==> src/hw/rtl/asbp_pkg.sv <==
// Shared constants and types for the alphabet symbol bit packer.
`timescale 1ns / 1ps

package asbp_pkg;

    // Alphabet and counter sizing
    localparam int ALPHABET_MAX = 16;
    localparam int INDEX_WIDTH  = $clog2(ALPHABET_MAX);
    localparam int COUNT_WIDTH  = 24;

    // Configuration register indexes
    localparam logic [1:0] REG_ALPHABET_LOW  = 2'd0;
    localparam logic [1:0] REG_ALPHABET_HIGH = 2'd1;
    localparam logic [1:0] REG_ALPHABET_SIZE = 2'd2;
    localparam logic [1:0] REG_SYMBOL_BITS   = 2'd3;

    // Reset values of the configuration registers
    localparam logic [4:0] ALPHABET_SIZE_RESET = 5'd4;
    localparam logic [3:0] SYMBOL_BITS_RESET   = 4'd3;

    // Widest symbol and the byte it packs into
    localparam logic [3:0] SYMBOL_BITS_MAX = 4'd8;

    // One packed output byte
    typedef struct packed {
        logic [7:0]             packed_byte;
        logic                   byte_last;
        logic                   not_found;
        logic [COUNT_WIDTH-1:0] total_bits;
    } result_t;

endpackage

==> src/hw/rtl/asbp_if.sv <==
// Valid/ready channel interfaces for characters in and packed bytes out.
`timescale 1ns / 1ps

interface asbp_in_if;
    logic       valid;
    logic       ready;
    logic [7:0] character;
    logic       is_last;

    modport source (output valid, output character, output is_last, input ready);
    modport sink   (input valid, input character, input is_last, output ready);
endinterface

interface asbp_out_if;
    import asbp_pkg::*;

    logic                   valid;
    logic                   ready;
    logic [7:0]             packed_byte;
    logic                   byte_last;
    logic                   not_found;
    logic [COUNT_WIDTH-1:0] total_bits;

    modport source (output valid, output packed_byte, output byte_last,
                    output not_found, output total_bits, input ready);
    modport sink   (input valid, input packed_byte, input byte_last,
                    input not_found, input total_bits, output ready);
endinterface

==> src/hw/rtl/alphabet_symbol_bit_packer_core.sv <==
// Alphabet symbol bit packer: character lookup, bit packing and output queue.
`timescale 1ns / 1ps

// Characters are taken into an input register, looked up against the configured
// alphabet by sixteen parallel compares, and their symbol bits are packed LSB
// first into a byte accumulator in the same cycle. Finished bytes (at most two
// per character: one full byte plus a flush on the last character) go into a
// four-entry output queue, so a new character is taken every cycle while the
// queue has room for two bytes. A character passes through the input register
// and the output queue before its first byte appears on the output. Sustained
// rate is one character per cycle as long as the sink takes bytes; a character
// that yields two bytes is absorbed by the queue. Configuration must be written
// only while the block is idle; the block itself does not enforce this.
module alphabet_symbol_bit_packer_core
(
    input  logic              clk,
    input  logic              rst_n,
    input  logic              cfg_we,
    input  logic [1:0]        cfg_index,
    input  logic [63:0]       cfg_data,
    asbp_in_if.sink           sym_in,
    asbp_out_if.source        byte_out
);
    import asbp_pkg::*;

    localparam int QUEUE_DEPTH = 4;
    localparam int PTR_WIDTH   = $clog2(QUEUE_DEPTH);

    // Configuration registers
    logic [63:0] alphabet_low_reg;
    logic [63:0] alphabet_high_reg;
    logic [4:0]  alphabet_size_reg;
    logic [3:0]  symbol_bits_reg;

    // Input register
    logic       s1_valid_reg;
    logic [7:0] s1_char_reg;
    logic       s1_last_reg;

    // Packing state
    logic [7:0]             pending_bits_reg, pending_bits_next;
    logic [2:0]             pending_count_reg, pending_count_next;
    logic [COUNT_WIDTH-1:0] bit_total_reg, bit_total_next;
    logic                   miss_seen_reg, miss_seen_next;

    // Output queue
    result_t              queue_reg [QUEUE_DEPTH];
    logic [PTR_WIDTH-1:0] wr_ptr_reg;
    logic [PTR_WIDTH-1:0] rd_ptr_reg;
    logic [PTR_WIDTH:0]   fill_reg;

    // Datapath signals
    logic [127:0]           alphabet;
    logic [INDEX_WIDTH-1:0] idx;
    logic                   miss;
    logic [3:0]             nbits;
    logic [8:0]             sym_mask;
    logic [7:0]             sym;
    logic [15:0]            acc;
    logic [3:0]             count;
    logic                   m_all;
    logic [COUNT_WIDTH:0]   total_sum;
    logic [COUNT_WIDTH-1:0] total_sat;
    logic                   has_full;
    logic                   has_flush;
    logic [7:0]             rem_byte;
    logic [3:0]             rem_count;
    logic                   rem_miss;
    result_t                res_full;
    result_t                res_flush;
    result_t                res_first;
    logic [1:0]             push_n;
    logic                   s1_advance;
    logic                   pop;

    // Configuration writes
    always_ff @(posedge clk or negedge rst_n)
    begin
        if (!rst_n)
        begin
            alphabet_low_reg  <= '0;
            alphabet_high_reg <= '0;
            alphabet_size_reg <= ALPHABET_SIZE_RESET;
            symbol_bits_reg   <= SYMBOL_BITS_RESET;
        end
        else if (cfg_we)
        begin
            case (cfg_index)
                REG_ALPHABET_LOW:  alphabet_low_reg  <= cfg_data;
                REG_ALPHABET_HIGH: alphabet_high_reg <= cfg_data;
                REG_ALPHABET_SIZE: alphabet_size_reg <= cfg_data[4:0];
                REG_SYMBOL_BITS:   symbol_bits_reg   <= cfg_data[3:0];
                default:           alphabet_low_reg  <= alphabet_low_reg;
            endcase
        end
    end

    // Handshake: move the input register on when the queue can take two bytes
    assign s1_advance   = s1_valid_reg && (fill_reg <= (PTR_WIDTH+1)'(QUEUE_DEPTH - 2));
    assign sym_in.ready = !s1_valid_reg || s1_advance;
    assign pop          = byte_out.valid && byte_out.ready;

    // Input register
    always_ff @(posedge clk or negedge rst_n)
    begin
        if (!rst_n)
        begin
            s1_valid_reg <= 1'b0;
        end
        else if (sym_in.ready)
        begin
            s1_valid_reg <= sym_in.valid;
        end
    end

    always_ff @(posedge clk)
    begin
        if (sym_in.valid && sym_in.ready)
        begin
            s1_char_reg <= sym_in.character;
            s1_last_reg <= sym_in.is_last;
        end
    end

    // Look up the character: lowest matching position wins
    assign alphabet = {alphabet_high_reg, alphabet_low_reg};

    always_comb
    begin
        idx  = '0;
        miss = 1'b1;
        for (int p = ALPHABET_MAX - 1; p >= 0; p--)
        begin
            if ((5'(p) < alphabet_size_reg) && (alphabet[p*8 +: 8] == s1_char_reg))
            begin
                idx  = INDEX_WIDTH'(p);
                miss = 1'b0;
            end
        end
    end

    // Append the symbol to the accumulator
    assign nbits     = (symbol_bits_reg > SYMBOL_BITS_MAX) ? SYMBOL_BITS_MAX : symbol_bits_reg;
    assign sym_mask  = (9'd1 << nbits) - 9'd1;
    assign sym       = 8'(idx) & sym_mask[7:0];
    assign acc       = {8'd0, pending_bits_reg} | ({8'd0, sym} << pending_count_reg);
    assign count     = {1'b0, pending_count_reg} + nbits;
    assign m_all     = miss_seen_reg | miss;
    assign total_sum = {1'b0, bit_total_reg} + (COUNT_WIDTH+1)'(nbits);
    assign total_sat = total_sum[COUNT_WIDTH] ? '1 : total_sum[COUNT_WIDTH-1:0];

    // Split off a full byte and decide on the flush
    always_comb
    begin
        has_full = count[3];
        if (has_full)
        begin
            rem_byte  = acc[15:8];
            rem_count = count - 4'd8;
            rem_miss  = (rem_count != 4'd0) ? miss : 1'b0;
        end
        else
        begin
            rem_byte  = acc[7:0];
            rem_count = count;
            rem_miss  = m_all;
        end
        has_flush = s1_last_reg && ((rem_count != 4'd0) || !has_full);

        res_full.packed_byte = acc[7:0];
        res_full.byte_last   = s1_last_reg && (count == 4'd8);
        res_full.not_found   = m_all;
        res_full.total_bits  = res_full.byte_last ? total_sat : '0;

        res_flush.packed_byte = rem_byte;
        res_flush.byte_last   = 1'b1;
        res_flush.not_found   = rem_miss;
        res_flush.total_bits  = total_sat;

        res_first = has_full ? res_full : res_flush;
        push_n    = s1_advance ? (2'(has_full) + 2'(has_flush)) : 2'd0;
    end

    // Next packing state: clear after the last character
    always_comb
    begin
        pending_bits_next  = pending_bits_reg;
        pending_count_next = pending_count_reg;
        bit_total_next     = bit_total_reg;
        miss_seen_next     = miss_seen_reg;
        if (s1_advance)
        begin
            if (s1_last_reg)
            begin
                pending_bits_next  = '0;
                pending_count_next = '0;
                bit_total_next     = '0;
                miss_seen_next     = 1'b0;
            end
            else
            begin
                pending_bits_next  = rem_byte;
                pending_count_next = rem_count[2:0];
                bit_total_next     = total_sat;
                miss_seen_next     = rem_miss;
            end
        end
    end

    always_ff @(posedge clk or negedge rst_n)
    begin
        if (!rst_n)
        begin
            pending_bits_reg  <= '0;
            pending_count_reg <= '0;
            bit_total_reg     <= '0;
            miss_seen_reg     <= 1'b0;
        end
        else
        begin
            pending_bits_reg  <= pending_bits_next;
            pending_count_reg <= pending_count_next;
            bit_total_reg     <= bit_total_next;
            miss_seen_reg     <= miss_seen_next;
        end
    end

    // Output queue: push up to two bytes, pop one
    always_ff @(posedge clk or negedge rst_n)
    begin
        if (!rst_n)
        begin
            wr_ptr_reg <= '0;
            rd_ptr_reg <= '0;
            fill_reg   <= '0;
        end
        else
        begin
            wr_ptr_reg <= wr_ptr_reg + PTR_WIDTH'(push_n);
            rd_ptr_reg <= rd_ptr_reg + PTR_WIDTH'(pop);
            fill_reg   <= fill_reg + (PTR_WIDTH+1)'(push_n) - (PTR_WIDTH+1)'(pop);
        end
    end

    always_ff @(posedge clk)
    begin
        if (push_n != 2'd0)
        begin
            queue_reg[wr_ptr_reg] <= res_first;
        end
        if (push_n == 2'd2)
        begin
            queue_reg[wr_ptr_reg + PTR_WIDTH'(1)] <= res_flush;
        end
    end

    // Drive the output channel from the queue head
    assign byte_out.valid       = (fill_reg != '0);
    assign byte_out.packed_byte = queue_reg[rd_ptr_reg].packed_byte;
    assign byte_out.byte_last   = queue_reg[rd_ptr_reg].byte_last;
    assign byte_out.not_found   = queue_reg[rd_ptr_reg].not_found;
    assign byte_out.total_bits  = queue_reg[rd_ptr_reg].total_bits;

endmodule
==> src/flat_wrapper.sv <==
// flat-port wrapper written by rule: the top's interface ports become plain ports
module alphabet_symbol_bit_packer_core_flat import asbp_pkg::*;
  (clk, rst_n, cfg_we, cfg_index, cfg_data, sym_in_valid, sym_in_character, sym_in_is_last, sym_in_ready, byte_out_valid, byte_out_packed_byte, byte_out_byte_last, byte_out_not_found, byte_out_total_bits, byte_out_ready);
  asbp_in_if sym_in_i ();
  asbp_out_if byte_out_i ();
  input  logic clk;
  input  logic rst_n;
  input  logic cfg_we;
  input  logic [1:0] cfg_index;
  input  logic [63:0] cfg_data;
  input wire logic [$bits(sym_in_i.valid)-1:0] sym_in_valid;
  input wire logic [$bits(sym_in_i.character)-1:0] sym_in_character;
  input wire logic [$bits(sym_in_i.is_last)-1:0] sym_in_is_last;
  output wire logic [$bits(sym_in_i.ready)-1:0] sym_in_ready;
  output wire logic [$bits(byte_out_i.valid)-1:0] byte_out_valid;
  output wire logic [$bits(byte_out_i.packed_byte)-1:0] byte_out_packed_byte;
  output wire logic [$bits(byte_out_i.byte_last)-1:0] byte_out_byte_last;
  output wire logic [$bits(byte_out_i.not_found)-1:0] byte_out_not_found;
  output wire logic [$bits(byte_out_i.total_bits)-1:0] byte_out_total_bits;
  input wire logic [$bits(byte_out_i.ready)-1:0] byte_out_ready;
  assign sym_in_i.valid = sym_in_valid;
  assign sym_in_i.character = sym_in_character;
  assign sym_in_i.is_last = sym_in_is_last;
  assign sym_in_ready = sym_in_i.ready;
  assign byte_out_valid = byte_out_i.valid;
  assign byte_out_packed_byte = byte_out_i.packed_byte;
  assign byte_out_byte_last = byte_out_i.byte_last;
  assign byte_out_not_found = byte_out_i.not_found;
  assign byte_out_total_bits = byte_out_i.total_bits;
  assign byte_out_i.ready = byte_out_ready;
  alphabet_symbol_bit_packer_core u_core (.clk(clk), .rst_n(rst_n), .cfg_we(cfg_we), .cfg_index(cfg_index), .cfg_data(cfg_data), .sym_in(sym_in_i), .byte_out(byte_out_i));
endmodule
==> config.mk <==
export PLATFORM = sky130hd
export DESIGN_NAME = alphabet_symbol_bit_packer_core_flat
export DESIGN_NICKNAME = d
export VERILOG_FILES = /design/src/hw/rtl/asbp_pkg.sv /design/src/hw/rtl/asbp_if.sv /design/src/hw/rtl/alphabet_symbol_bit_packer_core.sv /design/src/flat_wrapper.sv
export SDC_FILE = /design/constraint.sdc
export NUM_CORES = 1
export LEC_CHECK = 0
export BUFFER_PORTS_ARGS = -buffer_cell sky130_fd_sc_hd__buf_2
export CORE_MARGIN = 3
export CORE_UTILIZATION = 25
export CTS_BUF_LIST = sky130_fd_sc_hd__clkbuf_2 sky130_fd_sc_hd__clkbuf_4 sky130_fd_sc_hd__clkbuf_8
export DETAILED_ROUTE_END_ITERATION = 8
export HOLD_SLACK_MARGIN = 0.06
export SYNTH_ARGS = -nofsm -noshare
export SYNTH_HDL_FRONTEND = slang
export SYNTH_SLANG_ARGS = --single-unit
==> constraint.sdc <==
create_clock -name clk -period 3.6 [get_ports clk]
set_input_delay 0.54 -clock clk [delete_from_list [all_inputs] [get_ports clk]]
set_output_delay 0.54 -clock clk [all_outputs]
set_load 0.05 [all_outputs]
## Word level (Yosys, flattened, before mapping)

Memories as Yosys holds them, arrays and structs flattened.
Index checks and enable logic that the tools add are counted.

| word-level totals | value |
|---|---|
| memories kept | 1 |
| RAM bits | 136 |
| output and inout bits | 36 |
| bits in registers | 190 |
| bits in read-only memories | 0 |
| latch bits | 0 |

Memories:

| name | words | width | rd ports | clocked after memory_dff | write ports | RTL line | RTL |
|---|---|---|---|---|---|---|---|
| u_core.queue_reg | 4 | 34 | 1 | 0 | 2 | alphabet_symbol_bit_packer_core.sv:47 | `result_t queue_reg [QUEUE_DEPTH];` |

| operators by class | value |
|---|---|
| reductions and logical operators | 34 |
| div/mod/pow operators | 0 |
| bitwise gates (word level) | 3 |
| mux-type cells | 49 |
| add/sub/neg operators | 10 |
| $mul | 0 |
| order comparisons | 18 |
| equality and inequality tests | 21 |
| shifts and indexed selects | 2 |

Operator list:

| cell | count |
|---|---|
| 8-bit equality test | 16 |
| 24-bit two-way mux | 3 |
| 4-bit two-way mux | 18 |
| 4-bit by 5-bit < comparator with 1-bit output, first input constant | 8 |
| 34-bit two-way mux | 1 |
| 24-bit by 4-bit adder with 25-bit output | 1 |
| 1-bit two-way mux | 23 |
| 1-bit logical AND | 21 |
| 3-bit by 5-bit < comparator with 1-bit output, first input constant | 4 |
| 8-bit two-way mux | 2 |
| 8-bit by 16-bit bitwise OR with 16-bit output | 1 |
| 8-bit by 3-bit left shift with 16-bit output | 1 |
| 1-bit by 5-bit < comparator with 1-bit output, first input constant | 2 |
| 2-bit by 5-bit < comparator with 1-bit output, first input constant | 2 |
| 4-bit by 8-bit bitwise AND with 8-bit output | 1 |
| 2-bit AND reduction | 4 |
| 4-bit nonzero test | 2 |
| 1-bit by 4-bit left shift with 8-bit output, first input constant | 1 |
| 8-bit by 1-bit subtractor with 8-bit output, second input constant | 1 |
| 2-bit equality test, second input constant | 3 |
| 3-bit by 4-bit adder with 4-bit output | 1 |
| 4-bit equality test, second input constant | 1 |
| 4-bit > comparator, second input constant | 1 |
| 4-bit subtractor, second input constant | 1 |
| other kinds (16) | 18 |

## Longest topological paths before layout

| logic depth | value |
|---|---|
| depth after elaboration | 23 |
| gate-level depth with buffers | 15 |

## Worst setup path after synthesis

Ideal clock, no wire load.

| timing | value |
|---|---|
| kind | reg2reg |
| start point | register u_core.symbol_bits_reg[1] |
| end point | memory u_core.queue_reg[3][0] (netlist name), enable pin |
| library setup time | 0.391 ns |
| stages on the path, launching flop included | 13 |
| data arrival time | 3.609 ns |
| slack | -0.400 ns |
| path through | dfstp_2 nand2b_1 inv_1 ha_1 a21o_1 a21oi_1 xor2_1 clkinv_1 a21boi_0 ha_1 or3_1 clkbuf_1 nand2_1 |

RTL lines:

| item | RTL line | RTL |
|---|---|---|
| start, declared | alphabet_symbol_bit_packer_core.sv:33 | `logic [3:0] symbol_bits_reg;` |
| start signal, assigned | alphabet_symbol_bit_packer_core.sv:92 | `REG_SYMBOL_BITS: symbol_bits_reg <= cfg_data[3:0];` |
| end, declared | alphabet_symbol_bit_packer_core.sv:47 |  |

==> results.sh <==
export IMPL_pin_count=116
export IMPL_hp_class="in2reg"
export IMPL_numPortBuffers=115
export IMPL_place_congestion=0.837
export IMPL_nFillCells=6343
export IMPL_min_period_ps=3370
export IMPL_vias_per_cell=4.58
export IMPL_p_comb_frac=0.378
export IMPL_first_pass_iters=5
export IMPL_crit_arrival_ps=3700
export IMPL_yosysSeqAreaShare=0.557
export IMPL_p_clk_frac=0.250
export IMPL_peakVddDrop_mv=0.283
export IMPL_synthesis_area_mm2=0.0159
export IMPL_dieArea_mm2=0.0666
export IMPL_tns_ps=0
export IMPL_clockRootBuffer="clkbuf_8"
export IMPL_worstHoldStart="sym_in_character[6]"
export IMPL_path_buf_inv=1
export IMPL_cp_max_fo=16
export IMPL_start_util=0.255
export IMPL_crit_family="simple AND/OR/NAND/NOR gates"
export IMPL_p_sw_uw=5230
export IMPL_synth_seq_cells=326
export IMPL_finalHoldViolCount=0
export IMPL_antenna_left=0
export IMPL_drc=0
export IMPL_r2r_start="u_core.s1_char_reg[0]$_DFFE_PP_"
export IMPL_grt_usage=0.120
export IMPL_cpPeakStageDelay_ps=580
export IMPL_antenna_found_initial=12
export IMPL_reg2reg_depth=10
export IMPL_wl_um=40000
export IMPL_busiest_layer="met2"
export IMPL_hpwl_um=27400
export IMPL_relSlewSlack=0.208
export IMPL_seqPwrFrac=0.372
export IMPL_grt_pass1_wl_um=63700
export IMPL_critPathLaunchType="flop"
export IMPL_synthArstFlopShare=0.555
export IMPL_synth_xor_area_frac=0.0849
export IMPL_netlist_instances=1274
export IMPL_design_core_area_mm2=0.0623
export IMPL_die_w_um=258
export IMPL_status="finished, final reports clean"
export IMPL_finalPower_uw=13800
export IMPL_area_growth_pct=19.9
export IMPL_drive_gt1_frac=0.319
export IMPL_first_iter_violations=542
export IMPL_period_share=0.937
export IMPL_synth_edf_count=141
export IMPL_via_count=10556
export IMPL_insertion_delay_ps=600
export IMPL_worst_setup_path_type="reg2reg"
export IMPL_grt_max_degree=69
export IMPL_fin_skew_ps=26.7
export IMPL_p_sw_frac=0.379
export IMPL_synth_compound_area_frac=0.0586
export IMPL_internal_power_uw=8550
export IMPL_use_met3=0.0307
export IMPL_grt_overflow=0
export IMPL_post_cts_setup_buffers=0
export IMPL_grt_pass1_vias=11094
export IMPL_synth_cell_types=72
export IMPL_numCtsBuffers=51
export IMPL_synth_simple_area_share=0.115
export IMPL_p_leak_uw=0.00713
export IMPL_synth_top_family_by_area="multiplexers"
export IMPL_clkTransAtPathRegs_ps=70
export IMPL_layout_commonest_cell="dfrtp_1"
export IMPL_rr_endpoint="u_core.queue_reg[1][32]$_DFFE_PP_"
export IMPL_largest_reg_flops=136
export IMPL_finalSetupViolCount=0
export IMPL_yosysWarnings=0
export IMPL_final_cell_mix="dfrtp_1, nor2_1, edfxtp_1"
export IMPL_rsz0062_at_grt="no"
export IMPL_die_height_um=258
export IMPL_holdPathStages=1
export IMPL_wl_per_cell_um=17.4
export IMPL_cts_tree="done"
export IMPL_cts_max_level=2
export IMPL_r2r_slack_ps=230
export IMPL_synth_fa_ha_area_frac=0.0148
export IMPL_syn_nets=1371
export IMPL_slowest_stage="or4_1"
export IMPL_cp_end_kind="flop"
export IMPL_worst_pin_slew_ps=1180
export IMPL_drv_slew=0
export IMPL_cp_cell_sequence="buf_4 > xnor2_1 > nand4_1 > nor3_1 > or4_1 > or4_4 > nand3_1 > nor2b_1 > o41ai_2 > nor2_1"
export IMPL_muxShareOfSynthArea=0.147
export IMPL_grt_use_met2=0.194
export IMPL_ys_flop_type="dfrtp_1"
export IMPL_clockBufferDepth=3
export IMPL_cts_sinks=326
export IMPL_powerDensity_mw_per_mm2=723
export IMPL_nets=1521
export IMPL_holdPathEnd="u_core.s1_char_reg[6]$_DFFE_PP_"
export IMPL_drv_cap=0
export IMPL_use_met1=0.163
export IMPL_rows=91
export IMPL_crit_required_ps=3930
export IMPL_fmax_mhz=297
export IMPL_avgSynthCellArea_um2=12.5
-- Yosys cell counts, drive strengths merged, types with 3 or more instances --
library cell | number | area, um^2
mux4 | 34 | 766
o211ai | 6 | 45.0
nand4 | 25 | 156
nand2b | 15 | 93.8
a21o | 7 | 53.8
or3 | 12 | 76.3
a21boi | 7 | 56.3
and4 | 5 | 43.8
xor2 | 59 | 517
fa | 3 | 60.1
a211o | 3 | 26.3
inv | 14 | 52.6
xnor2 | 95 | 832
and3 | 3 | 18.8
ha | 14 | 175
dfrtp | 178 | 4450
dfstp | 3 | 78.8
and2 | 6 | 37.5
nor2b | 9 | 58.8
edfxtp | 141 | 4230
mux2 | 137 | 1540
a221o | 3 | 30.0
dfxtp | 4 | 80.1
a41oi | 3 | 41.3
a21oi | 19 | 95.1
clkbuf | 47 | 176
nand3 | 17 | 85.1
o221ai | 4 | 35.0
a31oi | 7 | 43.8
o21ai | 34 | 170
nand3b | 5 | 37.5
a211oi | 5 | 42.5
o31ai | 3 | 22.5
nor3 | 16 | 80.1
nand2 | 80 | 300
or4 | 4 | 33.8
o22ai | 13 | 81.3
or2 | 8 | 50.1
nor2 | 163 | 612
buf | 22 | 141
nor4 | 17 | 106
-- logic make-up (layout without fill, tap and decap cells) --
group / after synthesis / after routing
and+or+nand+nor: 389 / 389
DFF: 326 / 326
muxes: 173 / 173
xor gates and xnor gates: 154 / 154
AOI/OAI and AO/OA: 131 / 131
buffers and inverters: 84 / 274
adders and majority gates: 17 / 17
other: 0 / 4
-- metal layers --
layer,part of all wire,vias up,routed length (um)
met5,0.0027,-,110
met4,0.016,16,630
met3,0.062,71,2480
met2,0.47,266,18700
met1,0.45,5294,18100
li1,-,4909,-
-- worst register-to-register path, cell delays in order (launching register included) --
cell and delay [ps]:
edfxtp_1 370, buf_4 250, xnor2_1 190, nand4_1 170
nor3_1 100, or4_1 580, or4_4 480, nand3_1 210
nor2b_1 110, o41ai_2 530, nor2_1 130
-- what timing repair did --
action | CTS | global route
hold buffers | 1 | 0
hold endpoints to repair | 66 | 0
gates resized for setup | 0 | 10
setup endpoints to repair | 0 | 258
-- area by class of cell --
cell class | instances | area [um^2] | share of cell area
clock buffers | 79 | 975 | 0.0512
flip-flops and latches | 326 | 8850 | 0.465
diodes | 4 | 10.0 | 0.000526
clock inverters | 14 | 144 | 0.00756
inverters | 15 | 57.6 | 0.00302
well taps | 837 | 1050 | 0.0550
multi-input cells | 864 | 6740 | 0.354
repair buffers | 166 | 1220 | 0.0639
-- power groups by stage --
| stage | logic (uW) | registers, uW | clock network, uW |
|---|---|---|---|
| final | 5210 | 5130 | 3440 |
| after global placement | 5180 | 5170 | 0 |
| after CTS | 5260 | 5130 | 3530 |
| after detailed placement | 5240 | 5200 | 0 |
| after floorplan | 3800 | 5000 | 0 |
| after global routing | 5640 | 5210 | 3720 |
-- stage by stage --
stage          cells  area, um^2  utilization  setup WS [ps]  hold slack [ps]
2_1_floorplan   1274       15900            -          -31.3              244
3_3_place_gp    2207       17900        0.287            125              426
3_5_place_dp    2207       17900        0.287            122              434
4_1_cts         2301       19000        0.305           98.5             84.8
5_1_grt         2301       19000        0.306           3.38              100
6_report        2305       19000        0.306            227              130
-- how the worst max path moves through the flow --
stage,startpoint,to,slack [ps],cells after the start
6_report,u_core.s1_char_reg[0]$_DFFE_PP_,u_core.queue_reg[1][32]$_DFFE_PP_,230,10
5_1_grt,u_core.symbol_bits_reg[1]$_DFFE_PN1P_,u_core.queue_reg[3][14]$_DFFE_PP_,3,13
4_1_cts,u_core.symbol_bits_reg[1]$_DFFE_PN1P_,u_core.queue_reg[3][14]$_DFFE_PP_,100,14
3_5_place_dp,u_core.symbol_bits_reg[0]$_DFFE_PN1P_,u_core.queue_reg[3][14]$_DFFE_PP_,120,11
3_3_place_gp,u_core.symbol_bits_reg[1]$_DFFE_PN1P_,u_core.queue_reg[2][12]$_DFFE_PP_,130,13
2_1_floorplan,u_core.symbol_bits_reg[1]$_DFFE_PN1P_,u_core.queue_reg[0][10]$_DFFE_PP_,-30,14
No activity file was read; power rests on OpenSTA's default activity.
